--- config.mk ---
export PLATFORM = sky130hd
export DESIGN_NAME = sact_apb_regs
export DESIGN_NICKNAME = d
export VERILOG_FILES = /design/src/rtl/sact_pkg.sv /design/src/rtl/sact_apb_regs.sv
export SDC_FILE = /design/constraint.sdc
export NUM_CORES = 1
export LEC_CHECK = 0
export BUFFER_PORTS_ARGS = -buffer_cell sky130_fd_sc_hd__buf_2
export CAP_MARGIN = 20
export CORE_MARGIN = 2
export CORE_UTILIZATION = 27
export DETAILED_ROUTE_END_ITERATION = 7
export PLACE_DENSITY = 0.77
export SKIP_LAST_GASP = 1
export SYNTH_ARGS = -nofsm -noshare
export SYNTH_HDL_FRONTEND = slang
export SYNTH_SLANG_ARGS = --single-unit
--- constraint.sdc ---
create_clock -name i_clk -period 0.8 [get_ports i_clk]
set_input_delay 0.12 -clock i_clk [delete_from_list [all_inputs] [get_ports i_clk]]
set_output_delay 0.12 -clock i_clk [all_outputs]
set_load 0.01 [all_outputs]
--- src/rtl/sact_pkg.sv ---
// ----------------------------------------------------------------------------
// sact_pkg
// Shared types, register codes and default sizes of the cache tag lookup.
// ----------------------------------------------------------------------------
`default_nettype none

package sact_pkg;

    // default geometry
    localparam int DEF_WAYS      = 4;
    localparam int DEF_SETS      = 64;
    localparam int DEF_AGE_WIDTH = 16;

    // stream payload widths
    localparam int ADDR_W    = 64;
    localparam int CNT_W     = 32;
    localparam int OUT_W     = 2 + 1 + 2 + 3 * CNT_W;
    localparam int OUT_BYTES = (OUT_W + 7) / 8;
    localparam int OUT_DW    = OUT_BYTES * 8;

    // configuration port
    localparam int APB_AW = 3;
    localparam int APB_DW = 32;

    localparam logic REG_POLICY = 1'b0;
    localparam logic REG_OFFSET = 1'b1;

    localparam logic POLICY_LRU  = 1'b0;
    localparam logic POLICY_FIFO = 1'b1;

    localparam logic ACT_READ  = 1'b0;
    localparam logic ACT_WRITE = 1'b1;

    localparam logic [3:0] OFFSET_RESET = 4'd5;

    typedef struct packed {
        logic       policy;
        logic [3:0] offset_bits;
    } t_cfg;

    // per-way status from the shared compare unit
    typedef struct packed {
        logic match;
        logic invalid;
        logic older;
    } t_way_flags;

endpackage

`default_nettype wire

--- src/rtl/sact_apb_regs.sv ---
// ----------------------------------------------------------------------------
// sact_apb_regs
// Configuration registers behind an APB-style port: policy and offset size.
// ----------------------------------------------------------------------------
`default_nettype none

module sact_apb_regs (
    input  wire                          i_clk,
    input  wire                          i_rst_n,
    input  wire                          psel,
    input  wire                          penable,
    input  wire                          pwrite,
    input  wire  [sact_pkg::APB_AW-1:0]  paddr,
    input  wire  [sact_pkg::APB_DW-1:0]  pwdata,
    output logic [sact_pkg::APB_DW-1:0]  prdata,
    output logic                         pready,
    output sact_pkg::t_cfg               o_cfg
);
    import sact_pkg::*;

    t_cfg r_cfg;
    logic w_en;
    logic reg_idx;

    assign pready  = 1'b1;
    assign reg_idx = paddr[2];
    assign w_en    = psel & penable & pwrite & pready;

    always_ff @(posedge i_clk) begin
        if (!i_rst_n) begin
            r_cfg.policy      <= POLICY_LRU;
            r_cfg.offset_bits <= OFFSET_RESET;
        end else if (w_en) begin
            case (reg_idx)
                REG_POLICY: r_cfg.policy      <= pwdata[0];
                REG_OFFSET: r_cfg.offset_bits <= pwdata[3:0];
                default: ;
            endcase
        end
    end

    always_comb begin
        case (reg_idx)
            REG_POLICY: prdata = {{(APB_DW-1){1'b0}}, r_cfg.policy};
            REG_OFFSET: prdata = {{(APB_DW-4){1'b0}}, r_cfg.offset_bits};
            default:    prdata = '0;
        endcase
    end

    assign o_cfg = r_cfg;

endmodule

`default_nettype wire

## Word-level counts from Yosys, hierarchy flattened

Index checks and enable logic that the tools add are counted.

- Mux-type cells: 1
- Bitwise operators: 3
- Reduce and logical (&&, ||, !) cells: 2

Operators with widths:

| kind | number |
|---|---|
| 32-bit one-hot mux with 2 select lines | 1 |
| 2-bit AND reduction | 2 |
| 1-bit AND | 2 |
| 1-bit inverter | 1 |

- Flip-flop bits (word level): 5
- Bits of input ports: 40
- Output and inout bits: 38
- Word-level logic and storage cells: 8

## Depth between registers and ports, before layout

Gate-level depths: netlist (run 1).

- Word-level depth: 3
- Depth in mapped cells: 3
- Depth with buffers taken out: 2

## Worst setup path after synthesis (run 1)

No wires, ideal clock.

- Kind: reg-to-output
- Start: register r_cfg, in the netlist o_cfg[0]
- End: output prdata[0] (netlist bit)
- Data arrival time: 0.618 ns
- Data required time: 0.680 ns
- Path slack: 0.062 ns
- Cell stages (with the launch flop): 2
- Buffers on the path: 0
- Cell sequence: dfxtp_1 mux2_2

- Word-level cells in the longest chain between the ends: 1

RTL lines:

| item | RTL line | text |
|---|---|---|
| from (decl) | sact_apb_regs.sv:21 | `t_cfg r_cfg;` |
| 32-bit one-hot mux with 2 select lines | sact_apb_regs.sv:43 | `case (reg_idx)` |
| to (decl) | sact_apb_regs.sv:15 | `output logic [sact_pkg::APB_DW-1:0] prdata,` |

No other way between the ends. The select of a mux whose other input is x is not followed.

## Final worst setup path (run 1)

- Start: register r_cfg, in the netlist o_cfg[4]
- End: output prdata[0] (netlist bit)

The elaborated chain is that of the path after synthesis.

==> summary.md, run 1 <==
| Metric | Value |
|---|---|
| Status | `finished with violations` |
| Failing checks | `negative setup slack` |
| Post-route ant nets | `0` |
| Worst hold path type | `input pin to flip-flop` |
| Highest Clock Rate | `945 MHz` |
| Fin crit period | `1060 ps` |
| I/O pins | `78` |
| Worst R2R Setup Slack | `40 ps` |
| Final setup violating endpoints | `9` |
| Die H | `46.6 um` |
| Setup crit end kind | `output port` |
| Critical path's slowest cell | `dfxtp_2` |
| Synth Warn # | `0` |
| Power, Total | `731 uW` |
| Detailed-route via count | `361` |
| Post-route setup slack | `-258 ps` |
| Max reg flops | `5` |
| Synthesized instance count | `59` |
| # Max-Cap Violations | `0` |
| Worst path max stage delay | `310 ps` |
| Clock Sinks | `5` |
| Clock latency on the worst-skew pair | `240 ps` |
| Core ar. | `0.00171 mm^2` |
| GRT Overall Usage | `8.29%` |
| Final instance area | `643 um^2` |
| Clock slew seen by the registers of the worst setup and hold paths | `50 ps` |
| Crit-path leading delay family | `flip-flops` |
| Max Root-Sink Buffers | `2` |
| Share of cells above drive strength 1 | `44.0%` |
| Yosys reg bits | `5` |
| Hold_ws | `125 ps` |
| Die X-Extent | `46.6 um` |
| Setup TNS | `-1180 ps` |
| Post-route clock period utilization | `132%` |
| Launch point of the worst path | `o_cfg[4]` |
| HPWL after DPL | `675 um` |
| DRC Markers | `0` |
| WP buf/inv | `1` |
| Routability cong. | `0.537` |
| Via density per instance | `3.31` |
| CP Depth | `2` |
| Avg WL per Cell | `7.72 um` |
| CTS buffer count | `3` |
| P&R area growth vs syn | `31.5%` |
| CP Launch Type | `flip-flop` |
| Unrepaired setup endpoints after global routing | `true` |
| WL final | `841 um` |
| Netlist cell types | `12` |
| DR pass1 iterations | `1` |
| Post-Syn Area | `489 um^2` |
| Starting Density | `28.6%` |
| Drt initial violations | `0` |
| Vias in the first global route | `278` |
| Ant. Diodes | `0` |
| Layout Nets | `125` |
| CP cell instances | `mux2_4, buf_6` |
| CTS Hold Bufs | `0` |
| First-pass GRT wire length | `1120 um` |
| Avg Inst Size Synth | `8.29 um^2` |
| Arr. time, crit path | `940 ps` |
| TritonCTS clock tree | `done` |
| Final Max Tran Viols | `0` |
| R2R Path Start | `o_cfg[4]` |
| FP Rows | `15` |
| Worst EP required | `680 ps` |
| Crit path to | `prdata[0]` |
| P per Cell Area | `1140 mW/mm^2` |
| Placed Area | `502 um^2` |
| Input/output buffers | `18` |
| RR Endpoint | `o_cfg[4]` |
| Critical path class | `flip-flop to output port` |
| CTS H-tree depth | `1` |
| Lkg Pwr | `0.000338 uW` |
| Fin. Hold Viols | `0` |
| Total die area | `0.00217 mm^2` |
| Reg2reg path depth | `4` |
| Initial antenna violation count | `0` |
| Register area share after synthesis | `20.5%` |
| CTS root buf | `clkbuf_4` |
| Largest net degree at the start of global routing | `11` |
| Grt ovf | `0` |
| Clk_skew | `0 ps` |
| Peak supply drop | `0.000537 V` |
| Largest fanout on the critical path | `2` |
| Filler Cell Count | `185` |
[worst min-delay path by stage]
stage                   start       end  slack (ps)  cells after the start
detailed placement  pwdata[3]  o_cfg[3]         380                      3
global route        pwdata[0]  o_cfg[4]         130                      3
finish              pwdata[3]  o_cfg[3]         130                      3
CTS                 pwdata[3]  o_cfg[3]         120                      3
global placement    pwdata[1]  o_cfg[1]         370                      3
floorplan           pwdata[0]  o_cfg[4]         260                      2
[metrics by stage]
stage,instances,setup WS [ps],util (%)
2_1_floorplan,86,62.2,-
3_3_place_gp,101,-52.1,29.4
3_5_place_dp,101,-96.4,29.4
4_1_cts,107,-266,36.3
5_1_grt,109,-285,37.7
6_report,109,-258,37.7
[power breakdown]
group	internal [uW]	switching [uW]
clock network	188	99.5
registers	257	3.60
logic	75.6	107
[layer usage]
metal | global-route usage [%] | vias up | routed length, um | part of all wire (%)
li1 | - | 177 | - | -
met1 | 7.93 | 164 | 269 | 32
met2 | 11.9 | 20 | 490 | 58
met3 | 4.71 | 0 | 81 | 9.6
met4 | 8.57 | 0 | 0 | 0
met5 | 0 | - | 0 | 0
[cells in the mapped netlist (all sizes together)]
cell type   n  share of area (%)
conb        2                1.5
dfxtp       5                 20
and4        1                1.8
nand2       6                4.6
mux2        1                2.3
nand4b      1                1.8
nor2b       4                5.1
and2        3                4.6
clkbuf      1               0.77
buf        30                 47
mux2i       5                 10
[repair_timing]
item,CTS,global route
hold endpoints to repair,0,0
setup endpoints to repair,9,10
setup buffers,2,2
gates resized for setup,19,3
pin swaps,0,0
[cell type report]
class                   instances  area, um^2  area share [%]
multi-input cells              50         265            41.2
well taps                      25        31.3            4.86
repair buffers                 25         214            33.3
flip-flops and latches          5         106            16.5
clock buffers                   4        26.3            4.09
[layout by cell type, fill, tap and decap left out]
cell and n:
nand4b_1 1, buf_4 3, and2_4 3, clkbuf_1 1, clkbuf_4 3, buf_2 9, and4_1 1, buf_6 13
nor2b_1 4, mux2_4 1, conb_1 29, dfxtp_2 5, nand2_1 6, mux2i_1 5
[logic make-up (layout without fill, tap and decap cells)]
| logic type | count (synthesis) | count (layout) | share of synthesized area [%] |
|---|---|---|---|
| flops | 5 | 5 | 20.5 |
| mux | 6 | 6 | 12.5 |
| simple gates | 15 | 15 | 17.9 |
| other cells | 2 | 29 | 1.54 |
| buf+inv | 31 | 29 | 47.6 |
[tightest hold or removal path, cell delays in order]
cell and delay, ps:
buf_2 100, nand2_1 40, mux2i_1 50
Note: power is estimated with default switching activity, not from simulation.
==> inputs of run 2 (changes only) <==
- BUFFER_PORTS_ARGS: -buffer_cell sky130_fd_sc_hd__buf_2 -> -buffer_cell sky130_fd_sc_hd__buf_4
==> run 2 against run 1 <==
The flow still finishes with violations (negative setup slack). Die area stayed put. Non-clock buffer count increased by 1. Critical endpoint unchanged. Count of clock-buffer cells in the layout unchanged.
==> summary.md, run 2 (same netlist as run 1, synthesis figures left out) <==
| Metric | Value |
|---|---|
| Most frequent cells in the layout | `conb_1, buf_6, buf_4` |
| R2R Path Start | `o_cfg[3]` |
| Fin crit period | `1050 ps` |
| I/O pins | `78` |
| Grt ovf | `0` |
| # Max-Cap Violations | `0` |
| CTS Hold Bufs | `0` |
| Die X-Extent | `46.6 um` |
| P per Cell Area | `1080 mW/mm^2` |
| Layout Cells excl Fill | `110` |
| Clock slew seen by the registers of the worst setup and hold paths | `40 ps` |
| Setup crit end kind | `output port` |
| Clk_skew | `0 ps` |
| Lkg Pwr | `0.000352 uW` |
| Max reg flops | `5` |
| Worst R2R Setup Slack | `40 ps` |
| WL final | `895 um` |
| Critical path class | `flip-flop to output port` |
| Via density per instance | `3.21` |
| Failing checks | `negative setup slack` |
| First-pass GRT wire length | `1110 um` |
| Die H | `46.6 um` |
| Worst hold path type | `input pin to flip-flop` |
| CP Depth | `2` |
| Final Max Tran Viols | `0` |
| CTS buffer count | `3` |
| WP buf/inv | `1` |
| Worst EP required | `680 ps` |
| HPWL after DPL | `680 um` |
| Total die area | `0.00217 mm^2` |
| Layout Nets | `126` |
| Post-route ant nets | `0` |
| FP Rows | `15` |
| Worst path max stage delay | `310 ps` |
| Largest net degree at the start of global routing | `11` |
| P&R area growth vs syn | `38.9%` |
| Clock Sinks | `5` |
| CP cell instances | `mux2_4, buf_6` |
| CTS root buf | `clkbuf_4` |
| Crit path to | `prdata[0]` |
| Status | `finished with violations` |
| Vias in the first global route | `278` |
| Drt initial violations | `0` |
| CTS H-tree depth | `1` |
| Critical path's slowest cell | `dfxtp_2` |
| Ant. Diodes | `0` |
| Final setup violating endpoints | `9` |
| Avg WL per Cell | `8.14 um` |
| Dpl cells | `100` |
| GRT Overall Usage | `7.89%` |
| Unrepaired setup endpoints after global routing | `true` |
| DRC Markers | `0` |
| Fin. Hold Viols | `0` |
| TritonCTS clock tree | `done` |
| Most common cell after layout, fill and taps aside | `conb_1` |
| Post-route setup slack | `-249 ps` |
| Highest Clock Rate | `953 MHz` |
| CP Launch Type | `flip-flop` |
| Starting Density | `28.6%` |
| Setup TNS | `-1230 ps` |
| DR pass1 iterations | `1` |
| Launch point of the worst path | `o_cfg[4]` |
| Share of cells above drive strength 1 | `45.9%` |
| Input/output buffers | `18` |
| Final Util | `39.8%` |
| Detailed-route via count | `353` |
| Crit-path leading delay family | `flip-flops` |
| Clock latency on the worst-skew pair | `230 ps` |
| Largest fanout on the critical path | `2` |
| Core ar. | `0.00171 mm^2` |
| Max Root-Sink Buffers | `2` |
| Post-route clock period utilization | `131%` |
| DP Worst Slack | `-59.5 ps` |
| Arr. time, crit path | `930 ps` |
| Routability cong. | `0.603` |
| Reg2reg path depth | `4` |
| RR Endpoint | `o_cfg[3]` |
| Peak supply drop | `0.000532 V` |
| Initial antenna violation count | `0` |
[run 2: area by class of cell]
class | count | area (um^2)
sequential | 5 | 106
fill | 172 | 1030
multi-input combinational | 50 | 264
tap | 25 | 31.3
timing repair buffer | 26 | 251
clock buffer | 4 | 26.3
[run 2: what timing repair did]
action,in CTS,in global routing
resized for setup,16,6
cloned,0,0
buffers inserted,4,2
endpoints found under the setup margin,9,10
pin swaps,0,0
[run 2: metrics by stage]
stage	area (um^2)	hold WS (ps)	power, uW
global placement	539	380	425
CTS	646	135	731
floorplan	591	259	470
finish	679	134	736
detailed placement	539	386	427
global route	679	141	787
[run 2: where the power goes]
part	switching [uW]	internal [uW]	total [uW]
combinational	108	86.5	195
sequential	3.43	257	260
clock	93.2	188	281
total	205	531	736
[run 2: worst min-delay path by stage]
stage                   start        to  slack [ps]  cells past startpoint
global route        pwdata[3]  o_cfg[3]         140                      3
detailed placement  pwdata[3]  o_cfg[3]         390                      3
finish              pwdata[3]  o_cfg[3]         130                      3
global placement    pwdata[2]  o_cfg[2]         380                      3
CTS                 pwdata[3]  o_cfg[3]         130                      3
floorplan           pwdata[0]  o_cfg[4]         260                      2
[run 2: per-layer routing]
layer | global-route usage, % | wire length, um
met5 | 0 | 0
met4 | 3.43 | 0
met3 | 4.71 | 85
met2 | 13.9 | 519
met1 | 7.23 | 291
[run 2: worst register-to-register path, cell delays in order, from the launching register on]
cell and delay [ps]:
dfxtp_2 320, buf_6 110, buf_4 120, nand2_1 40
mux2i_1 50
