==> config.mk <==
export PLATFORM = sky130hd
export DESIGN_NAME = sact_way_unit
export DESIGN_NICKNAME = d
export VERILOG_FILES = /design/src/rtl/sact_pkg.sv /design/src/rtl/sact_way_unit.sv
export SDC_FILE = /design/constraint.sdc
export NUM_CORES = 1
export LEC_CHECK = 0
export ABC_AREA = 1
export BUFFER_PORTS_ARGS = -buffer_cell sky130_fd_sc_hd__buf_2
export CORE_MARGIN = 8
export CORE_UTILIZATION = 38
export DETAILED_ROUTE_END_ITERATION = 8
export GPL_ROUTABILITY_DRIVEN = 1
export PLACE_DENSITY = 0.82
export SLEW_MARGIN = 20
export SYNTH_ARGS = -nofsm -noshare
export SYNTH_HDL_FRONTEND = slang
export SYNTH_SLANG_ARGS = --single-unit
==> constraint.sdc <==
create_clock -name vclk -period 2.4
set_input_delay 0.48 -clock vclk [all_inputs]
set_output_delay 0.48 -clock vclk [all_outputs]
set_load 0.03 [all_outputs]
==> src/rtl/sact_pkg.sv <==
// ----------------------------------------------------------------------------
// sact_pkg
// Shared types, register codes and default sizes of the cache tag lookup.
// ----------------------------------------------------------------------------
`default_nettype none

package sact_pkg;

    // default geometry
    localparam int DEF_WAYS      = 4;
    localparam int DEF_SETS      = 64;
    localparam int DEF_AGE_WIDTH = 16;

    // stream payload widths
    localparam int ADDR_W    = 64;
    localparam int CNT_W     = 32;
    localparam int OUT_W     = 2 + 1 + 2 + 3 * CNT_W;
    localparam int OUT_BYTES = (OUT_W + 7) / 8;
    localparam int OUT_DW    = OUT_BYTES * 8;

    // configuration port
    localparam int APB_AW = 3;
    localparam int APB_DW = 32;

    localparam logic REG_POLICY = 1'b0;
    localparam logic REG_OFFSET = 1'b1;

    localparam logic POLICY_LRU  = 1'b0;
    localparam logic POLICY_FIFO = 1'b1;

    localparam logic ACT_READ  = 1'b0;
    localparam logic ACT_WRITE = 1'b1;

    localparam logic [3:0] OFFSET_RESET = 4'd5;

    typedef struct packed {
        logic       policy;
        logic [3:0] offset_bits;
    } t_cfg;

    // per-way status from the shared compare unit
    typedef struct packed {
        logic match;
        logic invalid;
        logic older;
    } t_way_flags;

endpackage

`default_nettype wire

==> src/rtl/sact_way_unit.sv <==
// ----------------------------------------------------------------------------
// sact_way_unit
// Shared per-way unit: tag compare, saturating age step and age ranking.
// ----------------------------------------------------------------------------
`default_nettype none

module sact_way_unit #(
    parameter int TAG_W = 58,
    parameter int AGE_W = 16
) (
    input  wire  [TAG_W-1:0]         i_line_tag,
    input  wire                      i_line_valid,
    input  wire  [TAG_W-1:0]         i_req_tag,
    input  wire  [AGE_W-1:0]         i_age,
    input  wire  [AGE_W-1:0]         i_top,
    output logic [AGE_W-1:0]         o_aged,
    output sact_pkg::t_way_flags     o_flags
);
    import sact_pkg::*;

    // saturate at all ones
    assign o_aged = (i_age != {AGE_W{1'b1}}) ? i_age + AGE_W'(1) : i_age;

    assign o_flags.match   = i_line_valid && (i_line_tag == i_req_tag);
    assign o_flags.invalid = !i_line_valid;
    assign o_flags.older   = o_aged > i_top;

endmodule

`default_nettype wire

# Yosys cells after proc, flatten, opt, wreduce, memory -nomap -nowiden
# Cells that the tools add are included.
# Widths: inputs -> output; s select.
# word_totals
word_cells	7
ff_bits	0
inputBits	149
# op_classes
mux	1
n_reduce_logical	2
addsub	1
magnitude_cmp	1
n_eq_ne	2
# ops
operator	count
$eq 58x58->1	1
$add 16x1->16 const B	1
$gt 16x16->1	1
$mux 16	1
$ne 16x16->1 const B	1
$logic_and 1x1->1	1
$logic_not 1->1	1

# Longest topological paths before layout
# Gate-level depths: netlist of the first run.
# depth
ltp_word	3
ltp_mapped	16
mapped_depth_nobuf	16

# Worst setup path before layout of the first run
# OpenSTA, ideal clock, no wires.
# synth_timing
path_kind	input -> output
from	in i_age[0]
to	out o_flags[0] in the netlist's numbering
required_ns	1.920
arrival_time_ns	3.058
slack_ns	-1.138
n_path_buf	0
path_stages	12
cell_sequence	ha_1 nand2_2 nor2_4 nand2_4 nor2_8 nand2_1 o21ai_0 ha_1 nand4_1 nor3_1 and3_1 a21oi_1
# synth_lines
element	line_no	rtl
start: declaration	sact_way_unit.sv:14	input wire [AGE_W-1:0] i_age,
end: declaration	sact_way_unit.sv:17	output sact_pkg::t_way_flags o_flags

==> results of run 1 <==
## repair_timing
action                                  in CTS  in global routing
resized for setup                           18                  6
gates cloned                                 0                  0
setup buffers                                3                  2
endpoints found under the setup margin       1                  2
pin swaps                                    9                  6
## cell families (layout without fill, tap and decap cells)
group                      count (synthesis)  count (layout)  share of synthesized area
AOI/OAI and AO/OA                         26              26                     0.0698
xor gates and xnor gates                  21              21                     0.0893
adders and majority gates                 17              17                      0.103
buffers and inverters                    142             346                      0.259
and+or+nand+nor                          236             236                      0.479
## area by class of cell
cell class	instances	share of cell area
Inverter	142	0.150
Timing Repair Buffer	204	0.327
Multi-Input combinational cell	300	0.498
Tap cell	72	0.0254
## cells in the mapped netlist (2+ instances only)
master,n
sky130_fd_sc_hd__xnor2_1,12
sky130_fd_sc_hd__nand2_1,167
sky130_fd_sc_hd__nor2_1,34
sky130_fd_sc_hd__a21oi_1,11
sky130_fd_sc_hd__o21ai_0,10
sky130_fd_sc_hd__nor3_1,4
sky130_fd_sc_hd__nand2_2,2
sky130_fd_sc_hd__nand2_4,2
sky130_fd_sc_hd__xor2_1,9
sky130_fd_sc_hd__o21a_1,3
sky130_fd_sc_hd__nand3_1,11
sky130_fd_sc_hd__inv_1,142
sky130_fd_sc_hd__nand4_1,10
sky130_fd_sc_hd__ha_1,17
## layer usage
| metal | wire (µm) | up-vias | global-route usage |
|---|---|---|---|
| li1 | - | 1678 | - |
| met1 | 2960 | 1281 | 0.206 |
| met2 | 4010 | 125 | 0.362 |
| met3 | 820 | 10 | 0.0491 |
| met4 | 157 | 0 | 0.0347 |
| met5 | 0 | - | 0 |
## power by group through the flow
stage          logic, µW  clock network, µW  registers (µW)
4_1_cts              539                  0               0
2_1_floorplan        277                  0               0
3_5_place_dp         520                  0               0
6_report             542                  0               0
5_1_grt              613                  0               0
3_3_place_gp         504                  0               0
## stage by stage
| step | utilization | power [µW] |
|---|---|---|
| 2_1_floorplan | - | 277 |
| 3_3_place_gp | 0.636 | 504 |
| 3_5_place_dp | 0.636 | 520 |
| 4_1_cts | 0.655 | 539 |
| 5_1_grt | 0.661 | 613 |
| 6_report | 0.661 | 542 |
## worst max path at each step
stage | from | endpoint | slack, ns | depth (start not counted)
final | i_age[0] | o_flags[0] | -0.54 | 15
after global routing | i_age[0] | o_flags[0] | -0.68 | 15
after CTS | i_age[1] | o_flags[0] | -0.54 | 15
after detailed placement | i_age[0] | o_flags[0] | -0.79 | 15
after global placement | i_age[0] | o_flags[0] | -0.69 | 15
after floorplan | i_age[0] | o_flags[0] | -0.39 | 15
## tightest hold or removal path: cells and delay by family
family,cells,cell delay [ns]
buf+inv,3,0.33
==> key figures, run 1 <==
Finish
  • Area of all placed cells without fillers: 3550 µm²
  • Multi-input logic area: 1770 µm²
  • Diodes inserted: 0
  • Clock buffers: 0
  • Most common cell after layout, fill and taps aside: sky130_fd_sc_hd__buf_2
  • Filler-free cell count of the finished design: 718
  • Nets: 814
  • Layout cells sized above 1: 0.381
  • Number of flip-flops and latches: 0
  • Filler cell count in the final layout: 511
  • Leading cell types in the layout, fill and taps excluded: 164 x sky130_fd_sc_hd__buf_2, 155 x sky130_fd_sc_hd__nand2_1, 142 x sky130_fd_sc_hd__inv_1
  • Sequential Area: 0 µm²
  • Area Growth Syn to Fin: 72.3%

Power
  • Internal power: 259 µW
  • Maximum VDD drop: 0.0914 mV
  • Power per cell area: 153 nW/µm²
  • Clk network pwr share: 0
  • Switching power: 283 µW
  • Switching Fraction: 0.523
  • Combinational share of power: 1.000
  • Leakage power: 0.00242 µW
  • Fraction of power consumed by sequential logic: 0

GRT
  • Global-route usage over all layers: 0.190
  • Total congestion overflow: 0
  • Wire length of the first global-routing pass: 12,600 µm
  • Initial antenna violation count: 0
  • Largest net degree at the start of global routing: 7
  • Number of global-route vias before repair: 3,107

Worst setup path
  • Chain of cells forming the critical path: buf_12 -> ha_4 -> nand2_4 -> nor2_4 -> nand2_4 -> nor2_8 -> nand2_2 -> buf_6 -> o21ai_4 -> ha_4 -> nand4_1 -> nor3_4 -> and3_4 -> a21oi_4 -> buf_6
  • Maximum fanout count along the critical path: 5
  • Slowest cell delay on critical path: 0.23 ns
  • Launching element type of the critical path: primary input
  • Setup CP Type: primary input to output pin
  • Bufs and invs on worst path: 3
  • Cell family with most CP delay: simple AND/OR/NAND/NOR gates
  • Max stage delay cell, worst path: sky130_fd_sc_hd__nor3_4
  • Required time reported for the critical path endpoint: 1.92 ns
  • Setup crit end kind: output pin
  • Arrival time reported for the critical path endpoint: 2.46 ns

STA
  • Final TNS setup: -0.541 ns
  • Post-route worst hold slack: 1.28 ns
  • Slew @ Worst Pin: 0.296 ns
  • Unrepaired setup endpoints after global routing: true
  • Setup violations, final: 1
  • Crit path time final: 2.94 ns
  • Normalized max-slew margin: 0.802
  • Peak clock frequency supported by timing: 340 MHz
  • Final clock period utilization by the worst path: 1.23
  • Final Slew Violations: 0
  • Final hold vios: 0
  • Setup WS post-layout: -0.541 ns

Place
  • Area of placed instances: 3410 µm²
  • Placed wire-length estimate: 7320 µm
  • Input/output buffers: 168
  • Setup Slack @ Placement: -0.785 ns
  • Final estimated routing congestion in global placement: 0.943
  • Dpl cells: 713

Synth
  • Cells after synthesis: 442
  • Sequential cell area fraction in the yosys report: 0
  • Syn Nets: 608
  • Distinct cells, synth: 22
  • Syn Std Cell Area: 2060 µm²
  • Per-instance average area after synthesis: 4.66 µm²
  • Share of the synthesized area in the top cell type: 0.304
  • Top cell type by total area after synthesis: sky130_fd_sc_hd__nand2_1
  • Synth Warn #: 0
  • Cells taking the most area after synthesis: sky130_fd_sc_hd__nand2_1 30%, sky130_fd_sc_hd__inv_1 26%, sky130_fd_sc_hd__ha_1 10%

Floorplanning
  • Core ar.: 5370 µm²
  • Vertical die dimension: 89.6 µm
  • Initial Util: 0.384
  • Chip Width: 89.6 µm
  • Number of placement rows: 27
  • I/O Pins: 168
  • Area of the die: 8040 µm²

Drt
  • Total detailed-routing wirelength: 7960 µm
  • Count of antenna-violating nets left after detailed routing: 0
  • DRC viols: 0
  • First DRT Iteration DRCs: 57
  • Avg Vias per Cell: 4.31
  • Total via count in the routed design: 3,094
  • Average wire length per cell after detail routing: 11.1 µm
  • Number of detailed-route iterations in the first pass: 4

Worst hold path
  • Hold path startpoint: i_line_valid
  • Worst hold path endpoint: o_flags[1]
  • Type of the worst min-delay path: primary input to output pin
  • Hold Path Depth: 3

Flow run
  • Max-capacitance violation count: 0

Status
  • Violated checks: negative setup slack
  • Run status: finished, violations left

Clock network
  • # hold bufs at CTS: 0
Note: power is estimated with default switching activity, not from simulation.
==> run 2, diff against run 1 <==
PLACE_DENSITY = 0.83   (was 0.82)
==> key figures, run 2 (synthesis gave the netlist of run 1 again) <==
Status
  • Run status: finished, violations left (unchanged)
  • Violated checks: negative setup slack (unchanged)

Place
  • Placed wire-length estimate: 7420 µm (was 7320 µm)
  • Input/output buffers: 168 (unchanged)
  • Setup Slack @ Placement: -0.762 ns (was -0.785 ns)
  • Final estimated routing congestion in global placement: 0.936 (was 0.943)
  • Area of placed instances: 3410 µm² (unchanged)

Finish
  • Number of flip-flops and latches: 0 (unchanged)
  • Sequential Area: 0 µm² (unchanged)
  • Nets: 814 (unchanged)
  • Area Growth Syn to Fin: 72.9% (was 72.3%)
  • Layout cells sized above 1: 0.387 (was 0.381)
  • Leading cell types in the layout, fill and taps excluded: 164 x sky130_fd_sc_hd__buf_2, 155 x sky130_fd_sc_hd__nand2_1, 141 x sky130_fd_sc_hd__inv_1 (was 164 x sky130_fd_sc_hd__buf_2, 155 x sky130_fd_sc_hd__nand2_1, 142 x sky130_fd_sc_hd__inv_1)
  • Filler cell count in the final layout: 476 (was 511)
  • Multi-input logic area: 1780 µm² (was 1770 µm²)
  • Clock buffers: 0 (unchanged)
  • Most common cell after layout, fill and taps aside: sky130_fd_sc_hd__buf_2 (unchanged)
  • Area of all placed cells without fillers: 3560 µm² (was 3550 µm²)

STA
  • Final clock period utilization by the worst path: 1.23 (about the same)
  • Final TNS setup: -0.547 ns (was -0.541 ns)
  • Peak clock frequency supported by timing: 339 MHz (was 340 MHz)
  • Post-route worst hold slack: 1.25 ns (was 1.28 ns)
  • Crit path time final: 2.95 ns (was 2.94 ns)
  • Normalized max-slew margin: 0.824 (was 0.802)
  • Setup WS post-layout: -0.547 ns (was -0.541 ns)
  • Unrepaired setup endpoints after global routing: true (unchanged)
  • Final Slew Violations: 0 (unchanged)
  • Setup violations, final: 1 (unchanged)
  • Slew @ Worst Pin: 0.263 ns (was 0.296 ns)
  • Final hold vios: 0 (unchanged)

Worst setup path
  • Max stage delay cell, worst path: sky130_fd_sc_hd__ha_1 (was sky130_fd_sc_hd__nor3_4)
  • End point of the critical path: o_flags[0] (unchanged)
  • Maximum fanout count along the critical path: 3 (was 5)
  • Chain of cells forming the critical path: buf_2 -> nand3_2 -> nor2_1 -> nand4_1 -> xor2_1 -> nand2_2 -> ha_1 -> nand4_1 -> nor3_4 -> and3_4 -> a21oi_4 -> buf_6 (was buf_12 -> ha_4 -> nand2_4 -> nor2_4 -> nand2_4 -> nor2_8 -> nand2_2 -> buf_6 -> o21ai_4 -> ha_4 -> nand4_1 -> nor3_4 -> and3_4 -> a21oi_4 -> buf_6)
  • Slowest cell delay on critical path: 0.32 ns (was 0.23 ns)
  • Library cell appearing most often on the critical path: sky130_fd_sc_hd__nand4_1
  • Launching element type of the critical path: primary input (unchanged)
  • Setup CP Type: primary input to output pin (unchanged)
  • Startpoint of the worst setup timing path: i_age[3] (was i_age[0])
  • Required time reported for the critical path endpoint: 1.92 ns (about the same)
  • Bufs and invs on worst path: 2 (was 3)
  • Cell family with most CP delay: simple AND/OR/NAND/NOR gates (unchanged)
  • Arrival time reported for the critical path endpoint: 2.47 ns (was 2.46 ns)
  • Critical Path Stages: 12 (was 15)
  • Setup crit end kind: output pin (unchanged)

Drt
  • Average wire length per cell after detail routing: 11.3 µm (was 11.1 µm)
  • Count of antenna-violating nets left after detailed routing: 0 (unchanged)
  • First DRT Iteration DRCs: 73 (was 57)
  • Avg Vias per Cell: 4.33 (was 4.31)
  • Total via count in the routed design: 3,112 (was 3,094)
  • Total detailed-routing wirelength: 8090 µm (was 7960 µm)
  • Number of detailed-route iterations in the first pass: 4 (unchanged)
  • DRC viols: 0 (unchanged)

Power
  • Total power: 541 µW (was 542 µW)
  • Maximum VDD drop: 0.0989 mV (was 0.0914 mV)
  • Leakage power: 0.00243 µW (was 0.00242 µW)
  • Power per cell area: 152 nW/µm² (was 153 nW/µm²)

GRT
  • Wire length of the first global-routing pass: 12,500 µm (was 12,600 µm)
  • Total congestion overflow: 0 (unchanged)
  • Global-route usage over all layers: 0.189 (was 0.190)
  • Largest net degree at the start of global routing: 7 (unchanged)
  • Number of global-route vias before repair: 3,196 (was 3,107)
  • Initial antenna violation count: 0 (unchanged)

Worst hold path
  • Hold Path Depth: 3 (unchanged)
  • Type of the worst min-delay path: primary input to output pin (unchanged)

Floorplanning
  • Number of placement rows: 27 (unchanged)
  • Area of the die: 8040 µm² (unchanged)
  • Initial Util: 0.384 (unchanged)
  • Core ar.: 5370 µm² (unchanged)
  • I/O Pins: 168 (unchanged)
  • Vertical die dimension: 89.6 µm (unchanged)
  • Chip Width: 89.6 µm (unchanged)

Clock network
  • # hold bufs at CTS: 0 (unchanged)

Flow run
  • Max-capacitance violation count: 0 (unchanged)
-- run 2: worst min-delay path by stage --
stage	from	endpoint	slack [ns]
after global routing	i_line_valid	o_flags[1]	1.27
after detailed placement	i_line_valid	o_flags[1]	1.25
after global placement	i_line_valid	o_flags[1]	1.25
after floorplan	i_age[0]	o_aged[0]	1.06
after CTS	i_line_valid	o_flags[1]	1.25
final	i_line_valid	o_flags[1]	1.25
-- run 2: layer usage --
| layer | part of all wire | GRT usage | up-vias | routed length [µm] |
|---|---|---|---|---|
| met5 | 0 | 0 | - | 0 |
| met4 | 0.014 | 0.0287 | 0 | 114 |
| met3 | 0.11 | 0.0537 | 8 | 915 |
| met2 | 0.52 | 0.380 | 123 | 4200 |
| met1 | 0.35 | 0.187 | 1302 | 2860 |
| li1 | - | - | 1679 | - |
-- run 2: final cells by class --
| type | instances | area share |
|---|---|---|
| antenna | 1 | 0.000702 |
| timing repair buffer | 204 | 0.326 |
| inverter | 142 | 0.150 |
| tap | 72 | 0.0253 |
| multi-input combinational | 300 | 0.499 |
-- run 2: metrics by stage --
step	utilization	cells
2_1_floorplan	-	442
3_3_place_gp	0.636	713
3_5_place_dp	0.636	713
4_1_cts	0.655	716
5_1_grt	0.663	718
6_report	0.663	719
-- run 2: timing repair --
item	in CTS	in global routing
cloned	0	0
endpoints found under the setup margin	1	2
pin swaps	13	12
resized for setup	18	10
buffers inserted	3	2
-- run 2: where the power goes --
group          total (µW)  switching [µW]  internal (µW)
clock           0.0000560               0      0.0000560
combinational         541             284            257
sequential              0               0              0
total                 541             284            257
